`src/rtl/ptc_pkg.sv`:
```
// Shared types and register codes for the periodic timer counter.
`timescale 1ns / 1ps

package ptc_pkg;

  localparam int OpW   = 2;
  localparam int AddrW = 4;
  localparam int ByteW = 8;
  localparam int CntW  = 16;

  localparam logic [OpW-1:0] OP_TICK  = 2'd0;
  localparam logic [OpW-1:0] OP_READ  = 2'd1;
  localparam logic [OpW-1:0] OP_WRITE = 2'd2;

  localparam logic [AddrW-1:0] ADDR_CTRLA    = 4'd0;
  localparam logic [AddrW-1:0] ADDR_CTRLB    = 4'd1;
  localparam logic [AddrW-1:0] ADDR_INTCTRL  = 4'd5;
  localparam logic [AddrW-1:0] ADDR_INTFLAGS = 4'd6;
  localparam logic [AddrW-1:0] ADDR_TEMP     = 4'd9;
  localparam logic [AddrW-1:0] ADDR_CNTL     = 4'd10;
  localparam logic [AddrW-1:0] ADDR_CNTH     = 4'd11;
  localparam logic [AddrW-1:0] ADDR_CCMPL    = 4'd12;
  localparam logic [AddrW-1:0] ADDR_CCMPH    = 4'd13;

  localparam logic [CntW-1:0] CNT_MAX = 16'hFFFF;

  typedef struct packed {
    logic [OpW-1:0]   operation;
    logic [AddrW-1:0] address;
    logic [ByteW-1:0] write_data;
    logic             tca_pulse;
  } item_t;

  typedef struct packed {
    logic [ByteW-1:0] read_data;
    logic             irq;
  } result_t;

endpackage

```
`src/rtl/ptc_core.sv`:
```
// Timer register file, clock source selection and count/compare logic.
`timescale 1ns / 1ps

module ptc_core (
  input  logic            clk,
  input  logic            rst,
  input  logic            fire,
  input  ptc_pkg::item_t  item,
  output ptc_pkg::result_t result
);

  localparam logic [1:0] SRC_OFF   = 2'd0;
  localparam logic [1:0] SRC_DIV1  = 2'd1;
  localparam logic [1:0] SRC_DIV2  = 2'd2;
  localparam logic [1:0] SRC_PULSE = 2'd3;

  function automatic logic [1:0] source_of(input logic [2:0] sel);
    logic [1:0] src;
    src = SRC_OFF;
    if (sel[0]) begin
      case (sel[2:1])
        2'd0:    src = SRC_DIV1;
        2'd1:    src = SRC_DIV2;
        2'd2:    src = SRC_PULSE;
        default: src = SRC_OFF;
      endcase
    end
    return src;
  endfunction

  logic [2:0]                 clock_select, clock_select_next;
  logic [2:0]                 count_mode, count_mode_next;
  logic                       int_enable, int_enable_next;
  logic                       int_flag, int_flag_next;
  logic [ptc_pkg::ByteW-1:0]  temp_byte, temp_byte_next;
  logic [ptc_pkg::CntW-1:0]   count, count_next;
  logic [ptc_pkg::CntW-1:0]   compare, compare_next;
  logic                       phase, phase_next;

  logic [1:0]                 src;
  logic                       count_en;
  logic [ptc_pkg::CntW-1:0]   cnt_plus;
  logic                       hit;
  logic [ptc_pkg::CntW-1:0]   cnt_cleared;
  logic [ptc_pkg::ByteW-1:0]  rd;

  assign src         = source_of(clock_select);
  assign cnt_plus    = count + ptc_pkg::CntW'(1);
  assign hit         = (cnt_plus == compare);
  assign cnt_cleared = (hit || cnt_plus == ptc_pkg::CNT_MAX) ? '0 : cnt_plus;
  assign count_en    = (src == SRC_DIV1) || (src == SRC_DIV2 && phase) ||
                       (src == SRC_PULSE && item.tca_pulse);

  always_comb begin
    clock_select_next = clock_select;
    count_mode_next   = count_mode;
    int_enable_next   = int_enable;
    int_flag_next     = int_flag;
    temp_byte_next    = temp_byte;
    count_next        = count;
    compare_next      = compare;
    phase_next        = phase;
    rd                = '0;
    case (item.operation)
      ptc_pkg::OP_TICK: begin
        if (src == SRC_DIV2) begin
          phase_next = ~phase;
        end
        if (count_en) begin
          count_next = cnt_cleared;
          if (hit) begin
            int_flag_next = 1'b1;
          end
        end
      end
      ptc_pkg::OP_READ: begin
        case (item.address)
          ptc_pkg::ADDR_CTRLA:    rd = {5'd0, clock_select};
          ptc_pkg::ADDR_CTRLB:    rd = {5'd0, count_mode};
          ptc_pkg::ADDR_INTCTRL:  rd = {7'd0, int_enable};
          ptc_pkg::ADDR_INTFLAGS: rd = {7'd0, int_flag};
          ptc_pkg::ADDR_TEMP:     rd = temp_byte;
          ptc_pkg::ADDR_CNTL: begin
            rd             = count[7:0];
            temp_byte_next = count[15:8];
          end
          ptc_pkg::ADDR_CCMPL: begin
            rd             = compare[7:0];
            temp_byte_next = compare[15:8];
          end
          ptc_pkg::ADDR_CNTH:     rd = temp_byte;
          ptc_pkg::ADDR_CCMPH:    rd = temp_byte;
          default:                rd = '0;
        endcase
      end
      ptc_pkg::OP_WRITE: begin
        case (item.address)
          ptc_pkg::ADDR_CTRLA: begin
            if (source_of(item.write_data[2:0]) != src) begin
              phase_next = 1'b0;
            end
            clock_select_next = item.write_data[2:0];
          end
          ptc_pkg::ADDR_CTRLB:    count_mode_next = item.write_data[2:0];
          ptc_pkg::ADDR_INTCTRL:  int_enable_next = item.write_data[0];
          ptc_pkg::ADDR_INTFLAGS: begin
            if (item.write_data[0]) begin
              int_flag_next = 1'b0;
            end
          end
          ptc_pkg::ADDR_TEMP:     temp_byte_next = item.write_data;
          ptc_pkg::ADDR_CNTL:     temp_byte_next = item.write_data;
          ptc_pkg::ADDR_CCMPL:    temp_byte_next = item.write_data;
          ptc_pkg::ADDR_CNTH:     count_next = {item.write_data, temp_byte};
          ptc_pkg::ADDR_CCMPH:    compare_next = {item.write_data, temp_byte};
          default: ;
        endcase
      end
      default: ;
    endcase
  end

  assign result.read_data = rd;
  assign result.irq       = int_flag_next & int_enable_next;

  always_ff @(posedge clk) begin
    if (rst) begin
      clock_select <= '0;
      count_mode   <= '0;
      int_enable   <= 1'b0;
      int_flag     <= 1'b0;
      temp_byte    <= '0;
      count        <= '0;
      compare      <= '0;
      phase        <= 1'b0;
    end else if (fire) begin
      clock_select <= clock_select_next;
      count_mode   <= count_mode_next;
      int_enable   <= int_enable_next;
      int_flag     <= int_flag_next;
      temp_byte    <= temp_byte_next;
      count        <= count_next;
      compare      <= compare_next;
      phase        <= phase_next;
    end
  end

endmodule

```
`src/rtl/periodic_timer_counter_16bit.sv`:
```
// Top level of the 16-bit periodic timer counter with stream request ports.
//
//  channel | dir | handshake          | payload
//  s_*     | in  | s_tvalid/s_tready  | s_tuser: operation; s_tdata: address, write_data, tca_pulse
//  m_*     | out | m_tvalid/m_tready  | m_tdata: read_data, irq
//
// One request per cycle sustained while m_tready is held high; each result is
// registered after its request is accepted (input register, then result register).
// Synchronous active-high reset clears all timer registers and both valid flags.
// A stalled result holds the result register; the input register still takes
// one more request, after which s_tready drops until the result drains.
`timescale 1ns / 1ps

module periodic_timer_counter_16bit (
  input  logic        clk,
  input  logic        rst,
  input  logic        s_tvalid,
  output logic        s_tready,
  input  logic [1:0]  s_tuser,   // [1:0] operation
  input  logic [15:0] s_tdata,   // [3:0] address, [11:4] write_data, [12] tca_pulse
  output logic        m_tvalid,
  input  logic        m_tready,
  output logic [15:0] m_tdata    // [7:0] read_data, [8] irq
);

  logic             in_valid;
  ptc_pkg::item_t   in_item;
  logic             s_fire;
  logic             advance;
  ptc_pkg::result_t core_result;

  assign advance  = in_valid && (!m_tvalid || m_tready);
  assign s_tready = !in_valid || advance;
  assign s_fire   = s_tvalid && s_tready;

  always_ff @(posedge clk) begin
    if (rst) begin
      in_valid <= 1'b0;
    end else if (s_fire) begin
      in_valid <= 1'b1;
    end else if (advance) begin
      in_valid <= 1'b0;
    end
  end

  always_ff @(posedge clk) begin
    if (s_fire) begin
      in_item.operation  <= s_tuser;
      in_item.address    <= s_tdata[3:0];
      in_item.write_data <= s_tdata[11:4];
      in_item.tca_pulse  <= s_tdata[12];
    end
  end

  ptc_core u_core (
    .clk    (clk),
    .rst    (rst),
    .fire   (advance),
    .item   (in_item),
    .result (core_result)
  );

  always_ff @(posedge clk) begin
    if (rst) begin
      m_tvalid <= 1'b0;
    end else if (advance) begin
      m_tvalid <= 1'b1;
    end else if (m_tready) begin
      m_tvalid <= 1'b0;
    end
  end

  always_ff @(posedge clk) begin
    if (advance) begin
      m_tdata <= {7'd0, core_result.irq, core_result.read_data};
    end
  end

`ifndef SYNTHESIS
  a_advance_shows: assert property (@(posedge clk) disable iff (rst)
    advance |=> m_tvalid)
    else $error("result register not loaded after advance");

  a_ready_when_empty: assert property (@(posedge clk) disable iff (rst)
    !in_valid |-> s_tready)
    else $error("input register empty but not ready");

  a_input_holds: assert property (@(posedge clk) disable iff (rst)
    (in_valid && !advance) |=> (in_valid && $stable(in_item)))
    else $error("pending request lost or changed while stalled");
`endif

endmodule
```
`config.mk`:
```
export PLATFORM = sky130hd
export DESIGN_NAME = periodic_timer_counter_16bit
export DESIGN_NICKNAME = d
export VERILOG_FILES = /design/src/rtl/ptc_pkg.sv /design/src/rtl/ptc_core.sv /design/src/rtl/periodic_timer_counter_16bit.sv
export SDC_FILE = /design/constraint.sdc
export NUM_CORES = 1
export LEC_CHECK = 0
export BUFFER_PORTS_ARGS = -buffer_cell sky130_fd_sc_hd__buf_2
export CORE_MARGIN = 1
export CORE_UTILIZATION = 51
export CTS_CLUSTER_SIZE = 28
export DETAILED_ROUTE_END_ITERATION = 12
export PLACE_DENSITY = 0.7
export SYNTH_ARGS = -nofsm -noshare
export SYNTH_HDL_FRONTEND = slang
export SYNTH_SLANG_ARGS = --single-unit
```
`constraint.sdc`:
```
create_clock -name clk -period 7.64 [get_ports clk]
set_input_delay 1.146 -clock clk [delete_from_list [all_inputs] [get_ports clk]]
set_output_delay 1.146 -clock clk [all_outputs]
set_load 0.01 [all_outputs]
```
# [Yosys cells after proc, flatten, opt, wreduce, memory -nomap -nowiden]
# Cells that the tools add are included.
[word_totals] in_bits=22 reg_bits=75 out_inout_bits=18
[op_classes] bitwise=2 eq_ne=27 addsub=1 reduce_logical=27 mux=29
[ops] op="$pmux 8 s7" count=1
[ops] op="$mux 16" count=3
[ops] op="$pmux 16 s2" count=1
[ops] op="$pmux 8 s2" count=2
[ops] op="$eq 4x4->1 const B" count=5
[ops] op="$add 16x1->16 const B" count=1
[ops] op="$eq 16x16->1" count=1
[ops] op="$eq 16x16->1 const B" count=1
[ops] op="$mux 1" count=13
[ops] op="$pmux 2 s3" count=2
[ops] op="$eq 2x2->1 const B" count=5
[ops] op="$reduce_and 3->1" count=3
[ops] op="$eq 2x1->1 const B" count=4
[ops] op="$eq 4x3->1 const B" count=2
[ops] op="$mux 2" count=4
[ops] op="$mux 8" count=1
[ops] op="$reduce_and 4->1" count=2
[ops] op="$reduce_bool 2->1" count=4
[ops] op="$logic_not 2->1" count=3
[ops] op="$ne 2x1->1 const B" count=3
[ops] op="$ne 2x2->1 const B" count=3
[ops] op="$reduce_or 3->1" count=2
[ops] op="$logic_or 1x1->1" count=5
[ops] op="$reduce_and 5->1" count=1
[ops] op="9 further kinds" count=14

# [Depth between registers and ports, before layout]
# Gate-level depths: netlist of the first run.
[logic_depth] word_depth=10 ltp_mapped=11

# [Cells and area by module]
# A second synthesis of the first run with hierarchy kept.
[unflattened] hier_cells=506 area_unflattened_um2=4486.8
[by_module_without_submodules] module="ptc_core" cells_per_inst=464 area_per_inst_um2=3606.0 n_inst=1
[by_module_without_submodules] module="periodic_timer_counter_16bit" cells_per_inst=42 area_per_inst_um2=880.8 n_inst=1

# [Least setup slack after synthesis of the first run]
# Ideal clock, no wire load.
[synth_timing] kind="input -> register" startpoint="in m_tready" endpoint="reg u_core.compare[0] (netlist name)" setup_time_ns=0.071 stages=8 path_buffers=2 slack_ns=4.663 t_arrival_ns=2.906 t_required_ns=7.569 path_cell_list="nor2b_1 > nand2b_1 > nor4_1 > and3_1 > clkbuf_1 > clkbuf_1 > nand2_1 > a21oi_1"
[synth_between] elab_chain_cells=3
[synth_rtl] element="start, declared" line="periodic_timer_counter_16bit.sv:22" text="input logic m_tready,"
[synth_rtl] element="$logic_or 1x1->1" line="periodic_timer_counter_16bit.sv:32" text="assign advance = in_valid && (!m_tvalid || m_tready);"
[synth_rtl] element="$logic_and 1x1->1" line="periodic_timer_counter_16bit.sv:32"
[synth_rtl] element="$reduce_and 3->1 (no source line)"
[synth_rtl] element="end signal, assigned" line="ptc_core.sv:143" text="compare <= compare_next;"
[synth_rtl] element="end, declared" line="ptc_core.sv:37" text="logic [ptc_pkg::CntW-1:0] compare, compare_next;"
# No other way between the ends.
# A chain may end at the register's enable or synchronous reset.

# [Final worst setup path of the first run]
[layout_timing] startpoint="reg u_core.count[1] (netlist name)" endpoint="reg u_core.int_flag"
[layout_between] elab_chain_cells=5
[layout_rtl] element="start, declared" line="ptc_core.sv:36" text="logic [ptc_pkg::CntW-1:0] count, count_next;"
[layout_rtl] element="start signal, assigned" line="ptc_core.sv:142" text="count <= count_next;"
[layout_rtl] element="$add 16x1->16" line="ptc_core.sv:48" text="assign cnt_plus = count + ptc_pkg::CntW'(1);"
[layout_rtl] element="$eq 16x16->1" line="ptc_core.sv:49" text="assign hit = (cnt_plus == compare);"
[layout_rtl] element="$mux 1" line="ptc_core.sv:71" text="if (hit) begin"
[layout_rtl] element="$mux 1" line="ptc_core.sv:69" text="if (count_en) begin"
[layout_rtl] element="$pmux 1 s2" line="ptc_core.sv:64" text="case (item.operation)"
[layout_rtl] element="end signal, assigned" line="ptc_core.sv:140" text="int_flag <= int_flag_next;"
[layout_rtl] element="end, declared" line="ptc_core.sv:34" text="logic int_flag, int_flag_next;"
# No other way between the ends.

==> results of run 1 <==
-- cell usage in the layout, fill, tap and decap left out, types with 4 or more instances in the layout --
cell type   n
nand2_1    68
dfxtp_1    51
nor2_1     50
a21oi_1    33
buf_2      29
nand3_1    26
edfxtp_1   24
xnor2_1    23
inv_1      19
mux2i_1    18
o21ai_0    16
nor3_1     11
nand4_1    11
a31oi_1    10
nor2b_1     9
ha_1        9
clkbuf_8    9
nor3b_1     8
xor2_1      7
a22o_1      7
conb_1      7
buf_4       7
a22oi_1     6
nor4_1      5
a41oi_1     5
o211ai_1    5
nand3b_1    5
and3_1      4
-- worst max-delay path: cells and delay by family, from the launching register on --
family / cells / cell delay (ns)
flops: 1 / 0.49
fa+ha+maj: 1 / 0.34
compound gates: 2 / 0.74
simple gates: 4 / 1.52
mux: 1 / 0.28
xor+xnor: 1 / 0.15
-- routing by layer --
metal | up-vias | global-route usage (%) | wire length [µm]
met2 | 149 | 44.8 | 5360
met5 | - | 0 | 0
li1 | 1898 | - | -
met4 | 0 | 10.5 | 250
met3 | 26 | 4.23 | 721
met1 | 1867 | 37.7 | 5300
-- power by group through the flow --
stage / registers, mW / clock network (mW) / logic, mW
3_3_place_gp: 0.444 / 0 / 0.0670
5_1_grt: 0.438 / 0.363 / 0.0772
6_report: 0.436 / 0.343 / 0.0696
2_1_floorplan: 0.437 / 0 / 0.0542
4_1_cts: 0.435 / 0.346 / 0.0689
3_5_place_dp: 0.444 / 0 / 0.0685
-- metrics by stage --
| step | std cells | area, µm² |
|---|---|---|
| after CTS | 646 | 4800 |
| after global placement | 630 | 4590 |
| final | 646 | 4800 |
| after detailed placement | 630 | 4590 |
| after floorplan | 532 | 4440 |
| after global routing | 646 | 4800 |
-- state kept, by name, summed over array words and instances (netlist names), 3 cells and up --
name / count
u_core.count: 16
m_tdata: 9
u_core.temp_byte: 8
u_core.clock_select: 3
in_item: 15
u_core.count_mode: 3
u_core.compare: 16
-- worst paths after layout --
check	cells after the start	endpoint	slack [ns]
setup reg to reg	9	u_core.int_flag$_SDFFE_PP0P_	4.04
setup / recovery	9	u_core.int_flag$_SDFFE_PP0P_	4.04
hold reg to reg	2	u_core.count_mode[2]$_SDFFE_PP0P_	0.46
hold / removal	2	u_core.count_mode[2]$_SDFFE_PP0P_	0.46
-- layout make-up --
cell class | count | area share, %
Multi-Input combinational cell | 395 | 50.9
Clock inverter | 6 | 1.87
Sequential cell | 75 | 36.2
Inverter | 19 | 1.48
Clock buffer | 10 | 2.66
Tap cell | 105 | 2.73
Timing Repair Buffer | 36 | 4.11
-- kinds of logic (layout without fill, tap and decap cells) --
group	Yosys count	in the layout	share of synthesized area [%]
compound gates	106	106	15.8
xor+xnor	30	30	5.95
fa+ha+maj	9	9	2.55
buf+inv	62	71	6.04
flops	75	75	39.5
mux	20	20	4.59
other cells	1	7	0.0850
simple gates	223	223	25.5
==> qor.yml, run 1 <==
pwr:
  power_frac_seq_pct: 51.4
  cellInternalPower_uw: 629
  max-vdd-ir-drop_v: 0.000146
  cellLeakagePower_nw: 1.66
  p_total_uw: 848
  comb_power_share_pct: 8.2
  pwr-share-clk_pct: 40.4
  netSwitchingPower_uw: 219
  power_density_mw_per_mm2: 177
  swShare_pct: 25.8
worst_setup_path:
  cp-end-kind: "flop"
  cp.arrival_ns: 3.86
  path_class: "flop to flop"
  crit_start: "u_core.count[1]$_SDFFE_PP0P_"
  start_kind: "flop"
  slowest_stage: "nand4_2"
  cp.required_ns: 7.90
  path_max_fanout: 25
  crit_chain: "ha_1, nand3_2, or3_4, xnor2_1, mux2_2, nor4_2, nand4_2, o21ba_1, a2111oi_2"
  slowest_delay_ns: 0.62
  regToRegStartpoint: "u_core.count[1]$_SDFFE_PP0P_"
timing:
  hold_viol: 0
  slew_headroom_pct: 37.2
  rsz0062_at_grt: "false"
  setup_viol: 0
  fin_hold_ws_ns: 0.463
  post-route-period-util_pct: 47.1
  finalCriticalPeriod_ns: 3.60
  tns_ns: 0
  fmax_mhz: 278
  fin_worst_skew_ns: 0.00878
  slew_violations: 0
  worst_pin_slew_ns: 0.939
  final.setup.worst_slack_ns: 4.04
route:
  route.detailed.drc: 0
  firstDrtPassIters: 5
  totalWireLength_um: 11600
  ant_nets: 0
  vias: 3940
  viasPerCell: 6.10
  wl_per_cell_um: 18.0
  drt-initial-drc-count: 229
global_route:
  grt_max_degree: 53
  grt_pass1_vias: 3687
  overflow: 0
  grt_pass1_wl_um: 18900
  grt_use_total_pct: 27.9
  antenna_found_initial: 0
floorplanning:
  pin_count: 40
  fp-row-count: 33
  dieWidth_um: 95.0
  die_y_um: 95.0
  dieArea_mm2: 0.00903
  start_util_pct: 53.2
  core_mm2: 0.00830
cts:
  clock_sinks: 75
  clockBufferDepth: 2
  cts_tree: "built"
  postCtsHoldBufs: 0
  cts_resized: 0
  root_buffer: "clkbuf_8"
  htreeDepth: 3
  cts_setup_buffers: 0
  clk_latency_ns: 0.36
  clk_pin_slew_worst_paths_ns: 0.08
  cts-buffers-inserted: 9
yosys:
  synth_edf_count: 24
  netlist_top_cells_area: "dfxtp_1 (23%), edfxtp_1 (16%), nand2_1 (5.8%)"
  yosys.area.top_type: "dfxtp_1"
  synthCells: 526
  yosys-top-cells-count: "nand2_1 (68), dfxtp_1 (51), nor2_1 (50)"
  ys_warn_count: 0
  synth_flop_cell: "dfxtp_1"
  ys_seq_area_share_pct: 39.5
  synth_most_common_cell: "nand2_1"
  mappedNetlistArea_mm2: 0.00441
  ys_async_sr_fraction_pct: 0
  synth_area_per_cell_um2: 8.39
  synth_top_area_share_pct: 23.1
  ys_ff_latch: 75
  synth_cell_types: 58
cells_and_area:
  drive_above_1_share_pct: 12.0
  nFillCells: 749
  fin_util_pct: 57.9
  areaGrowthSynthToFinish_pct: 8.84
  fin_nets: 567
  diodes: 0
  multiInputGateArea_mm2: 0.00244
  register_area_mm2: 0.00174
run:
  max-cap-violations: 0
place:
  hpwl_um: 7990
  port_buffers: 29
  gp_congestion: 0.927
  dp_slack_ns: 4.10
hold_path:
  hold_start: "u_core.count_mode[2]$_SDFFE_PP0P_"
  min_path_type: "flop to flop"
status:
  status: "complete, no violations"
Note: power is estimated with default switching activity, not from simulation.
==> run 2, diff against run 1 <==
==> constraint.sdc (replaced) <==
create_clock -name clk -period 3.4 [get_ports clk]
set_input_delay 0.51 -clock clk [delete_from_list [all_inputs] [get_ports clk]]
set_output_delay 0.51 -clock clk [all_outputs]
set_load 0.01 [all_outputs]
==> qor.yml, run 2 (same netlist as run 1, synthesis figures left out) <==
status:
  status: "complete, no violations"
place:
  hpwl_um: 8290  # +3.8%
  dp_cells: 642  # +1.9%
  gp_congestion: 0.911  # -1.8%
  port_buffers: 29  # unchanged
timing:
  post-route-period-util_pct: 92.0  # +45 points
  setup_viol: 0  # unchanged
  tns_ns: 0  # unchanged
  slew_violations: 0  # unchanged
  fin_worst_skew_ns: 0.0173  # +0.00849 ns
  hold_viol: 0  # unchanged
  rsz0062_at_grt: "false"
  worst_pin_slew_ns: 0.808  # -0.132 ns
  finalCriticalPeriod_ns: 3.13  # -0.474 ns
  slew_headroom_pct: 46.0  # +8.8 points
  fmax_mhz: 320  # +15%
cells_and_area:
  fin_nets: 579  # +2.1%
  nFillCells: 781  # +4.3%
  drive_above_1_share_pct: 13.9  # +1.9 points
  final_common_cell: "nand2_1"
  final_cell_mix: "nand2_1 (68), dfxtp_1 (51), nor2_1 (50)"
  final_cells: 658  # +1.9%
  areaGrowthSynthToFinish_pct: 10.8
  reg_top3: "u_core.compare x16, u_core.count x16, in_item x15"
  diodes: 0  # unchanged
global_route:
  grt_use_total_pct: 28.1  # +0.28 points
  overflow: 0  # unchanged
  grt_pass1_vias: 3849  # +4.4%
  grt_max_degree: 30  # -43%
  grt_pass1_wl_um: 19100  # +0.77%
  antenna_found_initial: 0  # unchanged
worst_setup_path:
  path_class: "flop to flop"
  slowest_stage: "dfxtp_1"
  start_kind: "flop"
  path_buf_inv: 1  # +1
  r2r_cells: 10  # +1
  slowest_delay_ns: 0.49  # -0.13 ns
  path_max_fanout: 11  # -56%
  regToRegStartpoint: "u_core.count[1]$_SDFFE_PP0P_"
  cp-end-kind: "flop"
  cp.arrival_ns: 3.39  # -0.47 ns
  r2r_end: "u_core.count[13]$_SDFFE_PP0P_"
  critPathTopFamily: "simple AND/OR/NAND/NOR gates"
  cp.required_ns: 3.66  # -4.24 ns
  reg2reg_slack_ns: 0.27  # -3.77 ns
  crit_chain: "ha_1, nand3_2, or3_4, xnor2_1, mux2_2, nor4_2, nand4_2, buf_4, a41oi_1, o22ai_1"
cts:
  clockBufferDepth: 2  # unchanged
  postCtsHoldBufs: 0  # unchanged
  cts_setup_buffers: 0  # unchanged
  cts_resized: 0  # unchanged
  clock_sinks: 75  # unchanged
  cts-buffers-inserted: 9  # unchanged
  root_buffer: "clkbuf_8"
  clk_pin_slew_worst_paths_ns: 0.09  # about the same
  htreeDepth: 3  # unchanged
  cts_tree: "built"
  clk_latency_ns: 0.37  # about the same
route:
  wl_per_cell_um: 17.7  # -1.6%
  viasPerCell: 6.14  # +0.59%
  route.detailed.drc: 0  # unchanged
  drt-initial-drc-count: 209  # -8.7%
  ant_nets: 0  # unchanged
  totalWireLength_um: 11700  # +0.27%
  vias: 4037  # +2.5%
  firstDrtPassIters: 5  # unchanged
floorplanning:
  start_util_pct: 53.2  # unchanged
  dieArea_mm2: 0.00903  # unchanged
  core_mm2: 0.00830  # unchanged
  fp-row-count: 33  # unchanged
  die_y_um: 95.0  # unchanged
  pin_count: 40  # unchanged
  dieWidth_um: 95.0  # unchanged
pwr:
  pwr-share-clk_pct: 38.8  # -1.6 points
  power_frac_seq_pct: 52.4  # +1.0 points
  netSwitchingPower_uw: 499  # +130%
  swShare_pct: 26.8  # +0.96 points
  power_density_mw_per_mm2: 381  # +120%
  cellInternalPower_mw: 1.36  # +120%
  comb_power_share_pct: 8.9  # +0.7 points
  max-vdd-ir-drop_v: 0.000268  # +84%
  cellLeakagePower_nw: 1.72  # +3.7%
hold_path:
  worst_hold_path.endpoint: "in_item[5]$_DFFE_PP_"
  min_path_type: "input pin to flop"
  hold_start: "s_tdata[8]"
  holdPathStages: 1  # -1
run:
  max-cap-violations: 0  # unchanged
[run 2: cell types whose count changed in the layout (fill, tap and decap cells not counted), sizes merged]
cell,before,now
inv,19,21
bufinv,2,0
clkinvlp,1,0
buf,36,48
clkbuf,10,11
[run 2: how the worst max path moves through the flow]
stage	to	slack, ns	depth (start not counted)	startpoint
4_1_cts	u_core.count[13]$_SDFFE_PP0P_	0.28	10	u_core.count[1]$_SDFFE_PP0P_
6_report	u_core.count[13]$_SDFFE_PP0P_	0.27	10	u_core.count[1]$_SDFFE_PP0P_
3_3_place_gp	u_core.count[13]$_SDFFE_PP0P_	0.39	10	u_core.count[1]$_SDFFE_PP0P_
2_1_floorplan	u_core.count[11]$_SDFFE_PP0P_	0.73	10	u_core.count[0]$_SDFFE_PP0P_
5_1_grt	u_core.count[8]$_SDFFE_PP0P_	0.15	10	u_core.count[1]$_SDFFE_PP0P_
3_5_place_dp	u_core.count[13]$_SDFFE_PP0P_	0.30	10	u_core.count[1]$_SDFFE_PP0P_
[run 2: power groups by stage]
stage	clock [mW]	combinational, mW	sequential [mW]
2_1_floorplan	0	0.122	0.982
3_3_place_gp	0	0.158	0.994
3_5_place_dp	0	0.162	0.995
4_1_cts	0.735	0.163	0.974
5_1_grt	0.768	0.182	0.979
6_report	0.722	0.165	0.975
[run 2: layer usage]
metal  track usage, %  vias to the layer above  part of all wire [%]
li1                 -                     1918                     -
met1             37.3                     1919                    45
met2             45.9                      173                    46
met3             4.47                       27                   6.9
met4             11.1                        0                   2.3
met5                0                        -                     0
[run 2: worst reg2reg max path, cell delays in order, from the launching register on]
cell and delay, ns:
dfxtp_1 0.49, ha_1 0.24, nand3_2 0.13, or3_4 0.44, xnor2_1 0.15, mux2_2 0.28, nor4_2 0.33, nand4_2 0.34
buf_4 0.31, a41oi_1 0.23, o22ai_1 0.10
[run 2: area by class of cell]
| class | count | area, µm² | area share [%] |
|---|---|---|---|
| clock buffers | 11 | 174 | 3.56 |
| clock inverters | 5 | 38.8 | 0.793 |
| inverters | 19 | 71.3 | 1.46 |
| multi-input cells | 395 | 2440 | 50.0 |
| flip-flops and latches | 75 | 1740 | 35.6 |
| well taps | 105 | 131 | 2.69 |
| repair buffers | 48 | 288 | 5.89 |
[run 2: through the flow]
step                      utilization (%)  setup WS, ns  hold slack (ns)  cell area, µm²  power [mW]
final                                58.9         0.273            0.305            4890        1.86
after global routing                 58.9         0.145            0.298            4890        1.93
after CTS                            58.9         0.278            0.302            4890        1.87
after detailed placement             56.4         0.299            0.451            4680        1.16
after global placement               56.4         0.392            0.447            4680        1.15
after floorplan                         -         0.735            0.434            4440        1.10
==> run 3, diff against run 2 <==
==> constraint.sdc (replaced) <==
create_clock -name clk -period 2.9 [get_ports clk]
set_input_delay 0.435 -clock clk [delete_from_list [all_inputs] [get_ports clk]]
set_output_delay 0.435 -clock clk [all_outputs]
set_load 0.01 [all_outputs]
==> qor.yml, run 3 (same netlist as run 1, synthesis figures left out) <==
cells_and_area:
  reg_top3: "u_core.compare x16, u_core.count x16, in_item x15"
  final_common_cell: "nand2_1"
  fin_util_pct: 60.5  # +1.6 points
  drive_above_1_share_pct: 17.8  # +3.8 points
  final_cell_mix: "nand2_1 (68), nor2_1 (49), dfxtp_1 (48)"
  fin_nets: 595  # +2.8%
  areaGrowthSynthToFinish_pct: 13.7
  multiInputGateArea_mm2: 0.00247  # +0.92%
  register_area_mm2: 0.00175  # +0.22%
  nFillCells: 732  # -6.3%
  diodes: 0  # unchanged
pwr:
  p_total_mw: 2.14  # +15%
  cellLeakagePower_nw: 1.81  # +5.5%
  max-vdd-ir-drop_v: 0.000337  # +26%
  power_density_mw_per_mm2: 426  # +12%
route:
  drt-initial-drc-count: 277  # +33%
  wl_per_cell_um: 17.6  # -0.82%
  route.detailed.drc: 0  # unchanged
  totalWireLength_um: 11800  # +1.6%
  firstDrtPassIters: 5  # unchanged
  viasPerCell: 6.06  # -1.2%
  ant_nets: 0  # unchanged
  vias: 4086  # +1.2%
status:
  status: "complete, no violations"
worst_setup_path:
  start_kind: "flop"
  cp_common_cell: "buf_4"
  crit_chain: "buf_4, nand4_2, buf_4, nor4_2, xnor2_1, or4_1, nor3_1, nor2_1, buf_4, a41oi_1, o211ai_1"
  path_max_fanout: 8  # -3
  cp-end-kind: "flop"
  path_class: "flop to flop"
  cp.required_ns: 3.12  # -0.54 ns
  slowest_delay_ns: 0.44  # -0.05 ns
  slowest_stage: "or4_1"
  cp.arrival_ns: 2.95  # -0.44 ns
cts:
  clk_latency_ns: 0.35  # -0.02 ns
  cts_setup_buffers: 0  # unchanged
  htreeDepth: 3  # unchanged
  clk_pin_slew_worst_paths_ns: 0.09  # about the same
  root_buffer: "clkbuf_8"
  clockBufferDepth: 2  # unchanged
  cts-buffers-inserted: 9  # unchanged
  clock_sinks: 75  # unchanged
  cts_tree: "built"
global_route:
  overflow: 0  # unchanged
  antenna_found_initial: 0  # unchanged
  grt_pass1_vias: 3862  # +0.34%
  grt_max_degree: 38  # +27%
  grt_pass1_wl_um: 19400  # +1.6%
  grt_use_total_pct: 28.4  # +0.27 points
place:
  hpwl_um: 8700  # +4.9%
  dp_slack_ns: 0.157  # -0.142 ns
  gp_congestion: 0.931  # +2.2%
  port_buffers: 29  # unchanged
timing:
  hold_viol: 0  # unchanged
  slew_headroom_pct: 44.7  # -1.3 points
  setup_viol: 0  # unchanged
  finalCriticalPeriod_ns: 2.73  # -0.401 ns
  post-route-period-util_pct: 94.0  # +2.0 points
  final.setup.worst_slack_ns: 0.175  # -0.0987 ns
  slew_violations: 0  # unchanged
  tns_ns: 0  # unchanged
  fmax_mhz: 367  # +15%
  fin_worst_skew_ns: 0.0121  # -0.00521 ns
  worst_pin_slew_ns: 0.822  # +0.0143 ns
run:
  max-cap-violations: 0  # unchanged
floorplanning:
  start_util_pct: 53.2  # unchanged
  fp-row-count: 33  # unchanged
  dieWidth_um: 95.0  # unchanged
  core_mm2: 0.00830  # unchanged
  dieArea_mm2: 0.00903  # unchanged
  pin_count: 40  # unchanged
  die_y_um: 95.0  # unchanged
hold_path:
  min_path_type: "input pin to flop"
## run 3: cell count changes in the layout (fill, tap and decap cells not counted), sizes merged
cell | before | now
buf | 48 | 64
## run 3: layer usage
layer | global-route usage (%) | wire length, µm | vias to the layer above
met1 | 39.2 | 5180 | 1928
met5 | 0 | 0 | -
met2 | 45.4 | 5440 | 192
met3 | 3.91 | 932 | 24
li1 | - | - | 1942
met4 | 10.2 | 286 | 0
## run 3: area by class of cell
| cell class | instances | area share [%] |
|---|---|---|
| multi-input cells | 395 | 49.2 |
| flip-flops and latches | 75 | 34.8 |
| repair buffers | 64 | 8.13 |
| clock buffers | 11 | 3.02 |
| well taps | 105 | 2.62 |
| inverters | 19 | 1.42 |
| clock inverters | 5 | 0.873 |
## run 3: final timing paths
kind	startpoint	end	slack, ns	depth (start not counted)
worst max register to register	u_core.count[1]$_SDFFE_PP0P_	u_core.count[11]$_SDFFE_PP0P_	0.17	11
worst max-delay path	u_core.count[1]$_SDFFE_PP0P_	u_core.count[11]$_SDFFE_PP0P_	0.17	11
worst min register to register	u_core.count_mode[2]$_SDFFE_PP0P_	u_core.count_mode[2]$_SDFFE_PP0P_	0.47	2
worst min-delay path	s_tdata[5]	in_item[2]$_DFFE_PP_	0.26	1
## run 3: power breakdown
| part | total (mW) | leakage (nW) | switching, mW | internal [mW] |
|---|---|---|---|---|
| Combinational | 0.206 | 1.07 | 0.132 | 0.0734 |
| Clock | 0.794 | 0.101 | 0.426 | 0.369 |
| Sequential | 1.14 | 0.645 | 0.0289 | 1.11 |
## run 3: repair_timing
action                                  in CTS  in global routing
endpoints found under the setup margin       0                 14
hold endpoints to repair                     0                  0
hold buffers                                 0                  0
resized for setup                            0                  8
## run 3: per-stage QoR
| step | instances | instance area, µm² | hold slack (ns) |
|---|---|---|---|
| floorplan | 532 | 4440 | 0.434 |
| global placement | 658 | 4800 | 0.442 |
| detailed placement | 658 | 4800 | 0.460 |
| CTS | 674 | 4990 | 0.247 |
| global route | 674 | 5020 | 0.241 |
| finish | 674 | 5020 | 0.256 |
## run 3: critical path, delay by kind of cell, from the launching register on
kind	cells	cell delay, ns
AND/OR/NAND/NOR	5	1.24
buffers and inverters	3	0.54
flip-flops	1	0.35
AO/OA/AOI/OAI	2	0.31
XOR/XNOR	1	0.19
